## src/rtl/core/qalu_pkg.sv

```systemverilog
// Shared types, opcodes and constants of the Q24.8 fixed-point ALU.
package qalu_pkg;

  localparam int unsigned DATA_W    = 32;
  localparam int unsigned FRAC_BITS = 8;
  localparam int unsigned DVD_W     = DATA_W + FRAC_BITS;
  localparam int unsigned PROD_W    = 2 * DATA_W;
  localparam int unsigned BITS_PER_STAGE = 2;
  localparam int unsigned DIV_STAGES     = DVD_W / BITS_PER_STAGE;

  typedef enum logic [3:0] {
    OP_ADD   = 4'd0,
    OP_SUB   = 4'd1,
    OP_MUL   = 4'd2,
    OP_DIV   = 4'd3,
    OP_LT    = 4'd4,
    OP_GT    = 4'd5,
    OP_LE    = 4'd6,
    OP_GE    = 4'd7,
    OP_EQ    = 4'd8,
    OP_NE    = 4'd9,
    OP_MIN   = 4'd10,
    OP_MAX   = 4'd11,
    OP_INC   = 4'd12,
    OP_DEC   = 4'd13,
    OP_TOINT = 4'd14,
    OP_NONE  = 4'd15
  } op_e;

  // One beat in flight through the pipeline
  typedef struct packed {
    logic              valid;
    op_e               op;
    logic [DATA_W-1:0] value;
    logic              cmp;
    logic              derr;
    logic              qneg;
    logic [DATA_W-1:0] rem;
    logic [DVD_W-1:0]  dvd;
    logic [DATA_W-1:0] dsr;
  } pipe_t;

endpackage

```

## src/rtl/core/qalu_div_stage.sv

```systemverilog
// One divider stage: restoring division steps on the unsigned magnitudes.
module qalu_div_stage (
  input  logic            clk_i,
  input  logic            rst_ni,
  input  qalu_pkg::pipe_t beat_i,
  output qalu_pkg::pipe_t beat_o
);

  qalu_pkg::pipe_t           beat_d, beat_q;
  logic [qalu_pkg::DATA_W:0] trial;

  // Shift in one dividend bit per step, subtract when the divisor fits
  always_comb begin
    beat_d = beat_i;
    trial  = '0;
    for (int unsigned i = 0; i < qalu_pkg::BITS_PER_STAGE; i++) begin
      trial      = {beat_d.rem, beat_d.dvd[qalu_pkg::DVD_W-1]};
      beat_d.dvd = {beat_d.dvd[qalu_pkg::DVD_W-2:0], 1'b0};
      if (trial >= {1'b0, beat_d.dsr}) begin
        trial         = trial - {1'b0, beat_d.dsr};
        beat_d.dvd[0] = 1'b1;
      end
      beat_d.rem = trial[qalu_pkg::DATA_W-1:0];
    end
  end

  // Advance the beat and hold its payload
  always_ff @(posedge clk_i or negedge rst_ni) begin
    if (!rst_ni) begin
      beat_q <= '0;
    end else begin
      beat_q <= beat_d;
    end
  end

  assign beat_o = beat_q;

endmodule

```

## config.mk

```make
export PLATFORM = sky130hd
export DESIGN_NAME = qalu_div_stage
export DESIGN_NICKNAME = d
export VERILOG_FILES = /design/src/rtl/core/qalu_pkg.sv /design/src/rtl/core/qalu_div_stage.sv
export SDC_FILE = /design/constraint.sdc
export NUM_CORES = 1
export LEC_CHECK = 0
export ABC_CLOCK_PERIOD_IN_PS = 800
export BUFFER_PORTS_ARGS = -buffer_cell sky130_fd_sc_hd__buf_2
export CORE_ASPECT_RATIO = 1.75
export CORE_MARGIN = 2
export CORE_UTILIZATION = 30
export CTS_CLUSTER_DIAMETER = 120
export DETAILED_ROUTE_END_ITERATION = 6
export PLACE_DENSITY_LB_ADDON = 0.1
export SYNTH_ARGS = -nofsm -noshare
export SYNTH_HDL_FRONTEND = slang
export SYNTH_SLANG_ARGS = --single-unit
```

## constraint.sdc

```tcl
create_clock -name clk_i -period 0.8 [get_ports clk_i]
set_input_delay 0.16 -clock clk_i [delete_from_list [all_inputs] [get_ports clk_i]]
set_output_delay 0.16 -clock clk_i [all_outputs]
set_load 0.03 [all_outputs]
```

# == Word level (Yosys, flattened, before mapping) ==
# Cells that the tools add are included.
# totals
reg_bits,144
input_bits,146
elab_cells,17
out_inout_bits,144
# classes
add_sub_neg,2
mux,4
order_cmp,2
# op_table
op,n
>= comparator 33 x 32 -> 1 bit,2
two-way mux 32 bit,2
subtractor 32 bit,2
two-way mux 1 bit,2

# == Depth between registers and ports, before layout ==
# depth
depth_word,4
depth_mapped,24
mapped_depth_nobuf,22

# == Least setup slack after synthesis ==
# No wires, ideal clock.
# synth_timing
kind,input -> register
startpoint,input beat_i[14] (netlist bit)
endpoint,register beat_q (netlist bit beat_o[75])
t_required_ns,0.675
stages,23
t_arrival_ns,4.876
setup_slack_ns,-4.202
setup_time_ns,0.125
n_path_buf,4
cell_sequence,inv_1 -> ha_1 -> a211oi_1 -> o211ai_1 -> a21bo_2 -> a211o_1 -> nor2_1 -> o21ai_1 -> buf_2 -> buf_2 -> a21oi_1 -> ha_1 -> buf_2 -> a211oi_2 -> o21bai_1 -> a211oi_1 -> o31ai_1 -> a221o_1 -> a41oi_1 -> o211a_1 -> nor3b_4 -> buf_6 -> mux2_4
# synth_lines
element,line,source
start: declaration,qalu_div_stage.sv:5,"input qalu_pkg::pipe_t beat_i,"
end signal: assignment,qalu_div_stage.sv:32,beat_q <= beat_d;
end: declaration,qalu_div_stage.sv:9,"qalu_pkg::pipe_t beat_d, beat_q;"

==> reports/results.tsv <==
metric	value	unit
TNS Setup	-167.41	ns
largest family of logic cells by synthesized area	compound AO/OA/AOI/OAI gates	
Yosys warnings	0	
Yosys top cell area share	45.3	%
critical path type	primary input to register	
number of port buffers	289	
Slew @ Worst Pin	0.517	ns
setup slack after layout	-3.71	ns
slew margin rel.	65.2	%
initial antenna violation count	1	
clock root buffer	clkbuf_16	
Slowest cell on crit path	a221o_1	
Ant. Diodes	0	
routability congestion estimate	0.914	
min-delay src	beat_i[70]	
gate count after technology mapping	746	
number of global-route vias before repair	9245	
Max stage delay on crit path	0.34	ns
largest net degree at the start of global routing	35	
die width	127	um
via count	8512	
Post-Synth Adder-Cell Area	10.6	%
Simple-Gate Fraction of Synth Area	9.98	%
compound-gate portion of the synthesized area	17.4	%
Async S/R FF share, synth	100	%
fraction of layout cells with a size suffix above 1	52.1	%
DR WL met3	1500	um
Seq/Total Area, Yosys	45.3	%
H-tree Lvls	4	
CP dominant cell by count	a211oi_2	
Synth Area in XOR/XNOR	5.40	%
worst min path class	primary input to register	
core area	0.0260	mm2
post-layout util	59.5	%
CTS tree	done	
power density over the cells	2280	mW/mm2
DRT antenna net count	0	
FP Rows	78	
Syn Area/Cell	10.7	um2
number of flip-flops in the largest register	144	
status	finished with violations	
CP max FO	7	
global-route wire length before repair	49300	um
fmax	222	MHz
RSZ-0062 raised after global routing	true	
Initial Util	30.6	%
ys flop type	dfrtp_1	
setup violators final	178	
Critical Path Source	beat_i[13]	
post-synth cell types	61	
Iter 0 DRT Violations	228	
WL met1	11000	um
final wirelength	32800	um
cell type with the largest total area after synthesis	dfrtp_1	
failing checks	setup timing	
final slew viol count	0	
Post-synth EDFFs	0	
GRT Total Usage	23.5	%
io pins	290	
die area	0.0279	mm2
clock-pin slew on the worst setup and hold paths	0.06	ns
Critical Path Start Type	primary input	
pre-CTS setup slack	-4.64	ns
routed wl met2	19000	um
CP endpoint kind	register	
hpwl dp	24300	um
crit path time final	4.51	ns
Leakage	7.52	nW
Routed WL per cell	18.4	um
clk buf depth	2	
Nets	1668	
Max Cap Viol	0	
Synth Register Bits	144	
Overall Power	35.2	mW
total global routing overflow	0	
most frequent cell after synthesis	dfrtp_1	
Vias/cell	4.76	
die span in y	219	um
clk sinks	144	
Final Hold Violating Endpoints	0	
layout overhead on the synthesized area	94.3	%
maximum vdd drop	1.51	mV
Area contributors post-synth	dfrtp_1 45%, ha_1 10%, mux2_4 4.9%	
hold slack	0.0854	ns
post-synthesis mux area share	7.65	%
crit path DAT	4.83	ns
CP required	1.12	ns
drt first pass iters	4	
DR DRC count	0	
Final Cycle Share	564	%
commonest cells in the netlist	144 x dfrtp_1, 67 x a21oi_1, 64 x ha_1	
Mapped Area	0.00795	mm2
uppermost layer routed	met5	
Num CTS Buffers	17	
Post-Syn Nets	958	
## path summary, 6_finish.rpt
kind	to	depth (start not counted)
setup / recovery	beat_o[96]	25
hold / removal	beat_o[72]	4
max in group asynchronous	beat_o[63]	3
min in group asynchronous	beat_o[60]	2
## per-layer routing
metal | vias up | track usage [%]
li1 | 4104 | -
met1 | 4051 | 21.5
met2 | 281 | 48.3
met3 | 74 | 3.58
met4 | 2 | 11.9
met5 | - | 0
## cells by family after synthesis
| family | after synthesis |
|---|---|
| AO/OA/AOI/OAI | 214 |
| buffers and inverters | 71 |
| flip-flops | 144 |
| adder cells (fa/ha/maj) | 66 |
| AND/OR/NAND/NOR | 156 |
| XOR/XNOR | 49 |
| multiplexers | 46 |
## cells in the final DEF (no fill, tap or decap), types with 19 or more instances in the layout
master         count
dfrtp_1          144
xnor2_1           31
inv_1             42
nand2_1           31
buf_2            136
a21o_1            22
nor2_1            52
o21ai_0           27
buf_4            283
ha_1              43
dlygate4sd3_1    111
mux2_4            30
a21oi_1           55
clkbuf_16         19
buf_6            163
## report_power, final
group / switching [mW] / internal (mW) / leakage (nW)
Sequential: 0.637 / 8.40 / 1.67
Combinational: 8.54 / 9.41 / 5.56
Clock: 3.52 / 4.74 / 0.284
Total: 12.7 / 22.5 / 7.52
## timing repair
action | CTS | global route
setup endpoints to repair | 178 | 178
pin swaps | 16 | 7
hold buffers | 111 | 0
endpoints found under the hold margin | 254 | 0
setup buffers | 20 | 12
gates cloned | 2 | 2
resized for setup | 380 | 42
## stage by stage
stage	std cells	instance area (um2)
CTS	1776	15200
global route	1789	15500
finish	1789	15500
detailed placement	1611	11900
floorplan	746	8100
global placement	1611	11900
## final cells by class
type / instances / area, um2
Clock inverter: 13 / 154
Tap cell: 320 / 400
Clock buffer: 19 / 443
Fill cell: 2184 / 10500
Multi-Input combinational cell: 531 / 4600
Inverter: 55 / 225
Sequential cell: 144 / 3600
Timing Repair Buffer: 707 / 6030
## critical path: cells and delay by family
family,cells,cell delay [ns]
adder cells (fa/ha/maj),2,0.57
AND/OR/NAND/NOR,3,0.56
buffers and inverters,6,0.82
AO/OA/AOI/OAI,13,2.40
multiplexers,1,0.30
(Power assumes the default switching activity.)
