### src/rtl/core/qalu_pkg.sv
// Shared types, opcodes and constants of the Q24.8 fixed-point ALU.
package qalu_pkg;

  localparam int unsigned DATA_W    = 32;
  localparam int unsigned FRAC_BITS = 8;
  localparam int unsigned DVD_W     = DATA_W + FRAC_BITS;
  localparam int unsigned PROD_W    = 2 * DATA_W;
  localparam int unsigned BITS_PER_STAGE = 2;
  localparam int unsigned DIV_STAGES     = DVD_W / BITS_PER_STAGE;

  typedef enum logic [3:0] {
    OP_ADD   = 4'd0,
    OP_SUB   = 4'd1,
    OP_MUL   = 4'd2,
    OP_DIV   = 4'd3,
    OP_LT    = 4'd4,
    OP_GT    = 4'd5,
    OP_LE    = 4'd6,
    OP_GE    = 4'd7,
    OP_EQ    = 4'd8,
    OP_NE    = 4'd9,
    OP_MIN   = 4'd10,
    OP_MAX   = 4'd11,
    OP_INC   = 4'd12,
    OP_DEC   = 4'd13,
    OP_TOINT = 4'd14,
    OP_NONE  = 4'd15
  } op_e;

  // One beat in flight through the pipeline
  typedef struct packed {
    logic              valid;
    op_e               op;
    logic [DATA_W-1:0] value;
    logic              cmp;
    logic              derr;
    logic              qneg;
    logic [DATA_W-1:0] rem;
    logic [DVD_W-1:0]  dvd;
    logic [DATA_W-1:0] dsr;
  } pipe_t;

endpackage

### src/rtl/core/qalu_pre.sv
// Front stage: decode, simple results, multiplier and divider operand setup.
module qalu_pre (
  input  logic                                clk_i,
  input  logic                                rst_ni,
  input  logic                                start_i,
  input  logic [3:0]                          opcode_i,
  input  logic signed [qalu_pkg::DATA_W-1:0]  operand_a_i,
  input  logic signed [qalu_pkg::DATA_W-1:0]  operand_b_i,
  output qalu_pkg::pipe_t                     beat_o,
  output logic signed [qalu_pkg::PROD_W-1:0]  prod_o
);

  qalu_pkg::pipe_t                    beat_d, beat_q;
  logic signed [qalu_pkg::PROD_W-1:0] prod_d, prod_q;
  logic [qalu_pkg::DATA_W-1:0]        mag_a, mag_b;
  logic signed [qalu_pkg::DATA_W-1:0] toint_val;
  logic                               lt, eq;

  // Compute simple results and operand magnitudes
  always_comb begin
    lt        = operand_a_i < operand_b_i;
    eq        = operand_a_i == operand_b_i;
    mag_a     = operand_a_i[qalu_pkg::DATA_W-1] ? (~operand_a_i + 1'b1) : operand_a_i;
    mag_b     = operand_b_i[qalu_pkg::DATA_W-1] ? (~operand_b_i + 1'b1) : operand_b_i;
    // Bias negative values so the arithmetic shift truncates toward zero
    toint_val = (operand_a_i + (operand_a_i[qalu_pkg::DATA_W-1] ?
                 qalu_pkg::DATA_W'((1 << qalu_pkg::FRAC_BITS) - 1) :
                 qalu_pkg::DATA_W'(0)))
                >>> qalu_pkg::FRAC_BITS;
    prod_d    = operand_a_i * operand_b_i;

    beat_d       = '0;
    beat_d.valid = start_i;
    beat_d.op    = qalu_pkg::op_e'(opcode_i);
    beat_d.rem   = '0;
    beat_d.dvd   = {mag_a, {qalu_pkg::FRAC_BITS{1'b0}}};
    beat_d.dsr   = mag_b;
    beat_d.qneg  = operand_a_i[qalu_pkg::DATA_W-1] ^ operand_b_i[qalu_pkg::DATA_W-1];
    beat_d.derr  = (beat_d.op == qalu_pkg::OP_DIV) && (operand_b_i == '0);
    case (beat_d.op)
      qalu_pkg::OP_ADD:   beat_d.value = operand_a_i + operand_b_i;
      qalu_pkg::OP_SUB:   beat_d.value = operand_a_i - operand_b_i;
      qalu_pkg::OP_LT:    beat_d.cmp   = lt;
      qalu_pkg::OP_GT:    beat_d.cmp   = !lt && !eq;
      qalu_pkg::OP_LE:    beat_d.cmp   = lt || eq;
      qalu_pkg::OP_GE:    beat_d.cmp   = !lt;
      qalu_pkg::OP_EQ:    beat_d.cmp   = eq;
      qalu_pkg::OP_NE:    beat_d.cmp   = !eq;
      qalu_pkg::OP_MIN:   beat_d.value = lt ? operand_a_i : operand_b_i;
      qalu_pkg::OP_MAX:   beat_d.value = lt ? operand_b_i : operand_a_i;
      qalu_pkg::OP_INC:   beat_d.value = operand_a_i + 1'b1;
      qalu_pkg::OP_DEC:   beat_d.value = operand_a_i - 1'b1;
      qalu_pkg::OP_TOINT: beat_d.value = toint_val;
      default:            beat_d.value = '0;
    endcase
  end

  // Advance the beat and hold its payload
  always_ff @(posedge clk_i or negedge rst_ni) begin
    if (!rst_ni) begin
      beat_q <= '0;
      prod_q <= '0;
    end else begin
      beat_q <= beat_d;
      prod_q <= prod_d;
    end
  end

  assign beat_o = beat_q;
  assign prod_o = prod_q;

endmodule

### config.mk
export PLATFORM = sky130hd
export DESIGN_NAME = qalu_pre
export DESIGN_NICKNAME = d
export VERILOG_FILES = /design/src/rtl/core/qalu_pkg.sv /design/src/rtl/core/qalu_pre.sv
export SDC_FILE = /design/constraint.sdc
export NUM_CORES = 2
export LEC_CHECK = 0
export BUFFER_PORTS_ARGS = -buffer_cell sky130_fd_sc_hd__buf_4
export CAP_MARGIN = 20
export CELL_PAD_IN_SITES_DETAIL_PLACEMENT = 1
export CELL_PAD_IN_SITES_GLOBAL_PLACEMENT = 1
export CORE_MARGIN = 4
export CORE_UTILIZATION = 51
export DETAILED_ROUTE_END_ITERATION = 6
export GPL_ROUTABILITY_DRIVEN = 1
export PLACE_DENSITY = 0.84
export RECOVER_POWER = 50
export REMOVE_ABC_BUFFERS = 1
export SYNTH_ARGS = -nofsm -noshare
export SYNTH_HDL_FRONTEND = slang
export SYNTH_SLANG_ARGS = --single-unit
### constraint.sdc
create_clock -name clk_i -period 0.8 [get_ports clk_i]
set_clock_uncertainty 0.05 [all_clocks]
set_input_delay 0 -clock clk_i [delete_from_list [all_inputs] [get_ports clk_i]]
set_output_delay 0 -clock clk_i [all_outputs]
set_load 0.02 [all_outputs]
==> tab_implementation.tex, run 1 <==
\begin{tabular}{lr}
\hline
Metric & Value \\
\hline
\multicolumn{2}{l}{\textbf{Run status}} \\
Outcome & did not finish \\
Fail Step & global routing \\
Tool Error & [ERROR GRT-0116] Global routing finished with congestion. Check the congestion regions in the DRC Viewer. \\
\multicolumn{2}{l}{\textbf{Synthesis}} \\
Number of synthesized register bits & between 150 and 200 \\
Part of the Yosys area used for sequential elements & 8.745\% \\
Combined area of all synthesized cells & 0.04807 sq mm \\
Share of async-settable or async-resettable flops after synthesis & between 90\% and 100\% \\
Synthesis Warnings & 0 \\
Top flip-flop cell by instance count after synthesis & dfrtp\_1 \\
Number of enable-type register cells in the synthesized netlist & 0 \\
Cells after Synth & 5192 \\
Post-synthesis area per instance & 9.259 sq um \\
Post-synthesis cell type count & 86 \\
\multicolumn{2}{l}{\textbf{Placement}} \\
Routability cong. & between 0.9 and 1 \\
Number of placed instances with taps included & 7336 \\
Number of input and output port buffers inserted & between 200 and 250 \\
Placed cell areas & 0.05774 sq mm \\
Final HPWL DP & 180.0 mm \\
\multicolumn{2}{l}{\textbf{Global routing}} \\
GRT overflow & between 200 and 250 \\
Global-route wire length before repair & 491.8 mm \\
Maximum number of pins on one net before global-route repair & 61 \\
Overall routing resource usage & a little over two thirds \\
Vias in the first global route & 64960 \\
\multicolumn{2}{l}{\textbf{Clocking}} \\
Maximum level of the CTS H-tree & 4 \\
Number of clock sinks & between 150 and 200 \\
Library cell used as clock root buffer & clkbuf\_16 \\
Buffers from clock root to sink, at most & 2 \\
Total CTS buffers & 17 \\
\multicolumn{2}{l}{\textbf{Floorplanning}} \\
Number of placed I/O pins & between 200 and 300 \\
Height of the chip & 315.0 um \\
Core Rows & 112 \\
Horizontal die dimension & 315.0 um \\
Effective utilization at floorplan & 51.43\% \\
\hline
\end{tabular}
[synth_stat cells, types with 27 or more instances]
| master | count | area share (%) |
|---|---|---|
| nand3_1 | 36 | 0.37 |
| fa_1 | 1085 | 45 |
| dfrtp_1 | 168 | 8.7 |
| o21ai_0 | 92 | 0.96 |
| buf_4 | 41 | 0.64 |
| o21bai_1 | 27 | 0.42 |
| xnor2_1 | 166 | 3.0 |
| nand2_1 | 590 | 4.6 |
| clkbuf_1 | 263 | 2.1 |
| inv_1 | 1042 | 8.1 |
| xor2_1 | 47 | 0.86 |
| and2_1 | 438 | 5.7 |
| nand4_1 | 35 | 0.46 |
| a21oi_1 | 156 | 1.6 |
| a21o_1 | 69 | 1.1 |
| nor3_1 | 33 | 0.34 |
| nor2_1 | 181 | 1.4 |
| ha_1 | 287 | 7.5 |
[layer usage]
metal / overflow / GRT usage [%]
met1: 1 / 66.71
met4: 109 / 72.87
met2: 109 / 88.60
met3: 2 / 52.51
met5: 0 / 25.40
[cells by family after synthesis]
kind of cell             after synthesis  share of synthesized area (%)
AO/OA/AOI/OAI                        576                          8.009
multiplexers                          23                         0.5127
adder cells (fa/ha/maj)             1372                          52.65
buffers and inverters               1390                          11.29
AND/OR/NAND/NOR                     1448                          14.85
XOR/XNOR                             214                          3.938
flip-flops                           168                          8.745
other                                  1                       0.007801
[timing repair]
action,in CTS
endpoints found under the setup margin,322
endpoints found under the hold margin,188
hold buffers,11
pin swaps,310
setup buffers,112
gates cloned,4
gates resized for setup,716
[stage by stage]
stage	setup slack [ps]	utilization [%]
floorplan	-6686	-
global placement	-7084	61.78
detailed placement	-7501	61.78
CTS	-6216	66.83
==> run 2: changes to the inputs <==
Settings changed: CELL_PAD_IN_SITES_DETAIL_PLACEMENT 1 to not set, CELL_PAD_IN_SITES_GLOBAL_PLACEMENT 1 to not set, CORE_UTILIZATION 51 to 40, PLACE_DENSITY 0.84 to not set, PLACE_DENSITY_LB_ADDON set to 0.15.
==> run 2 against run 1 <==
Compared with the run above: synthesized cell count unchanged; synthesized area unchanged; the flow now finishes, with violations (setup timing).
==> tab_implementation.tex, run 2 <==
\begin{tabular}{lr}
\hline
Metric & Value \\
\hline
\multicolumn{2}{l}{\textbf{Run status}} \\
Outcome & complete, but fails checks (was did not finish) \\
Violated checks & setup timing \\
\multicolumn{2}{l}{\textbf{Timing}} \\
Worst slew margin relative to its limit & 42.89\% \\
Worst Setup Slack, final & -6062 ps \\
Pins over their slew limit & 0 \\
Maximum clock rate & $\sim$150 MHz \\
Setup repair after global routing missed its margin & true \\
Crit path time final & 6862 ps \\
Final period utilization & 857.7\% \\
Least-Margin Pin Slew & 856.7 ps \\
Total of endpoints with negative setup slack in the final report & 354 \\
Hold Fails Final Rpt & 0 \\
\multicolumn{2}{l}{\textbf{Cells and area}} \\
Ratio of cells with drive above 1 in the final layout & 29.37\% \\
Non-Filler Cell Area, Final & 0.06405 sq mm \\
Register area & 0.004204 sq mm \\
Commonest cells after routing, fill and taps aside & buf\_4 (1078), fa\_1 (1005), inv\_1 (985), nand2\_1 (554), and2\_1 (413) \\
Layout overhead on the synthesized area & 33.23\% \\
Post-layout nets & 7689 \\
\# fillers & 10780 \\
Count of placed standard cells in the final layout, fillers left out & a little under 8000 \\
Total area of multi-input combinational cells & 0.04122 sq mm \\
Max reg flops & around 100 \\
Most frequent standard cell in the layout excluding fill and tap cells & buf\_4 \\
\multicolumn{2}{l}{\textbf{Floorplanning}} \\
Horizontal die dimension & 354.7 um (was 315.0 um) \\
Effective utilization at floorplan & 40.50\% (was 51.43\%) \\
Core region area & between 0.1 and 0.15 sq mm \\
Overall die area & roughly 0.13 sq mm \\
Number of placed I/O pins & 279 (unchanged) \\
Core Rows & 126 (was 112) \\
Height of the chip & 354.7 um (was 315.0 um) \\
\multicolumn{2}{l}{\textbf{Min path}} \\
Worst hold start & operand\_b\_i[6] \\
Worst hold path cell count & 4 \\
Worst hold-check path type & primary input to register \\
End point of the worst hold path & beat\_o[6] \\
\multicolumn{2}{l}{\textbf{Global routing}} \\
Global-route wire length before repair & between 200 and 300 mm \\
Maximum number of pins on one net before global-route repair & 61 \\
Overall routing resource usage & 27.80\% \\
Antenna violations before repair & 15 \\
Vias in the first global route & 43370 \\
GRT overflow & 0 \\
\multicolumn{2}{l}{\textbf{Synthesis}} \\
Most common cell in the synthesized netlist & fa\_1 (unchanged) \\
Combined area of all synthesized cells & 0.04807 sq mm (unchanged) \\
Number of synthesized register bits & 168 (unchanged) \\
Post-synthesis cell type count & 86 (unchanged) \\
Synth area leader & fa\_1 (unchanged) \\
Number of enable-type register cells in the synthesized netlist & 0 (unchanged) \\
Most numerous cell types in the synthesized netlist & fa\_1 (1085), inv\_1 (1042), nand2\_1 (590) (unchanged) \\
Top-area cell type share of the netlist area & 45.18\% (unchanged) \\
Post-synthesis area per instance & 9.259 sq um (unchanged) \\
Cells after Synth & 5192 (unchanged) \\
Synthesis Warnings & 0 (unchanged) \\
Share of async-settable or async-resettable flops after synthesis & 100.0\% (unchanged) \\
Area contributors post-synth & fa\_1 (45\%), dfrtp\_1 (8.7\%), inv\_1 (8.1\%) (unchanged) \\
Top flip-flop cell by instance count after synthesis & dfrtp\_1 (unchanged) \\
Part of the Yosys area used for sequential elements & 8.745\% (unchanged) \\
\multicolumn{2}{l}{\textbf{Clocking}} \\
Total CTS buffers & 17 (unchanged) \\
CTS Hold Buffers Added & 20 (was 11) \\
Clock transition at the registers of the reported paths & 80 ps \\
Maximum level of the CTS H-tree & 4 (unchanged) \\
CTS tree & yes \\
Number of clock sinks & 168 (unchanged) \\
Buffers from clock root to sink, at most & 2 (unchanged) \\
Library cell used as clock root buffer & clkbuf\_16 (unchanged) \\
\multicolumn{2}{l}{\textbf{Placement}} \\
Placed cell areas & 0.05824 sq mm (was 0.05774 sq mm) \\
Final HPWL DP & 139.6 mm (was 180.0 mm) \\
Number of input and output port buffers inserted & 238 (unchanged) \\
Number of placed instances with taps included & 7679 (was 7336) \\
Routability cong. & 0.9385 (was 0.9523) \\
Worst-case setup slack after placement & -7369 ps (was -7501 ps) \\
\multicolumn{2}{l}{\textbf{Worst setup path}} \\
CP startpoint & operand\_a\_i[11] \\
Startpoint Class & primary input \\
Setup Crit Path Kind & primary input to register \\
Arrival time of data at the critical path endpoint & between 7000 and 8000 ps \\
Maximum fanout count along the critical path & 7 \\
CP Capture Type & register \\
Worst path required time & 1220 ps \\
\multicolumn{2}{l}{\textbf{Detailed routing}} \\
Wirelength, routed & roughly 170 mm \\
Number of nets still failing antenna checks after routing & 0 \\
Total DRC errors in the routed layout & 0 \\
Pre-antenna DRT Iters & 5 \\
Number of DRC violations after detailed-routing iteration 0 & 2705 \\
Routed via count & $\sim$40000 \\
Routed length per placed instance & approximately 22 um \\
Average via count per standard cell & 5.074 \\
\multicolumn{2}{l}{\textbf{Flow run}} \\
Count of max-cap constraint violations & 0 \\
\hline
\end{tabular}
[run 2: metrics by stage]
| step | utilization, % | TNS, ps | hold WS, ps |
|---|---|---|---|
| 2_1_floorplan | - | -459650 | -345.6 |
| 3_3_place_gp | 49.06 | -565870 | -64.59 |
| 3_5_place_dp | 49.06 | -566420 | -69.54 |
| 4_1_cts | 52.58 | -499410 | -102.7 |
| 6_report | 53.95 | -500060 | 5.663 |
| 5_1_grt | 53.94 | -534520 | -30.57 |
[run 2: kinds of logic (layout without fill, tap and decap cells)]
family          Yosys count  count (layout)  synth area share (%)
other cells               1              49              0.007801
simple gates           1448            1448                 14.85
xor+xnor                214             214                 3.938
mux                      23              23                0.5127
flops                   168             168                 8.745
compound gates          576             576                 8.009
fa+ha+maj              1372            1372                 52.65
buf+inv                1390            2418                 11.29
[run 2: timing repair]
item / 4_1_cts / 5_1_grt
hold endpoints to repair: 199 / 38
pin swaps: 273 / 183
gates cloned: 11 / 1
setup endpoints to repair: 323 / 324
gates resized for setup: 573 / 303
setup buffers: 87 / 46
[run 2: metal layers]
| metal | GRT usage (%) | share of wire, % | wire length, um |
|---|---|---|---|
| met1 | 36.66 | 42 | 71520 |
| met2 | 46.97 | 49 | 84420 |
| met3 | 4.316 | 5.9 | 10190 |
| met4 | 9.101 | 3.4 | 5886 |
| met5 | 0 | 0.0093 | 16 |
[run 2: worst max-delay path: stages]
cell and delay [ps]:
buf_6 120, buf_12 130, buf_12 120, buf_12 140
nand2_2 60, fa_1 430, fa_1 570, inv_2 40
fa_1 470, fa_1 590, fa_1 460, fa_1 520
fa_1 450, fa_1 560, ha_4 240, a21oi_4 170
o211ai_1 130, a21o_1 200, or2_4 260, o2111a_2 300
o21ai_2 150, buf_6 160, o41ai_4 90, a311o_1 450
a311oi_2 270, xnor2_1 150
[run 2: layout make-up]
class	count	area share (%)
clock buffer	17	0.6642
inverter	1045	6.169
sequential	168	6.564
tap	1600	3.126
clock inverter	15	0.3204
multi-input combinational	3673	64.36
timing repair buffer	1341	18.76
antenna	9	0.03516
[run 2: worst max-delay path by stage]
stage | end | slack [ps]
floorplan | prod_o[62] | -6690
global placement | prod_o[50] | -7350
detailed placement | prod_o[50] | -7370
CTS | prod_o[61] | -6070
global route | prod_o[61] | -6230
finish | prod_o[61] | -6060
Power of run 2 is left out: the tool's default activity adds up to more than one toggle a clock period on the data nets, which glitch-free logic cannot reach.
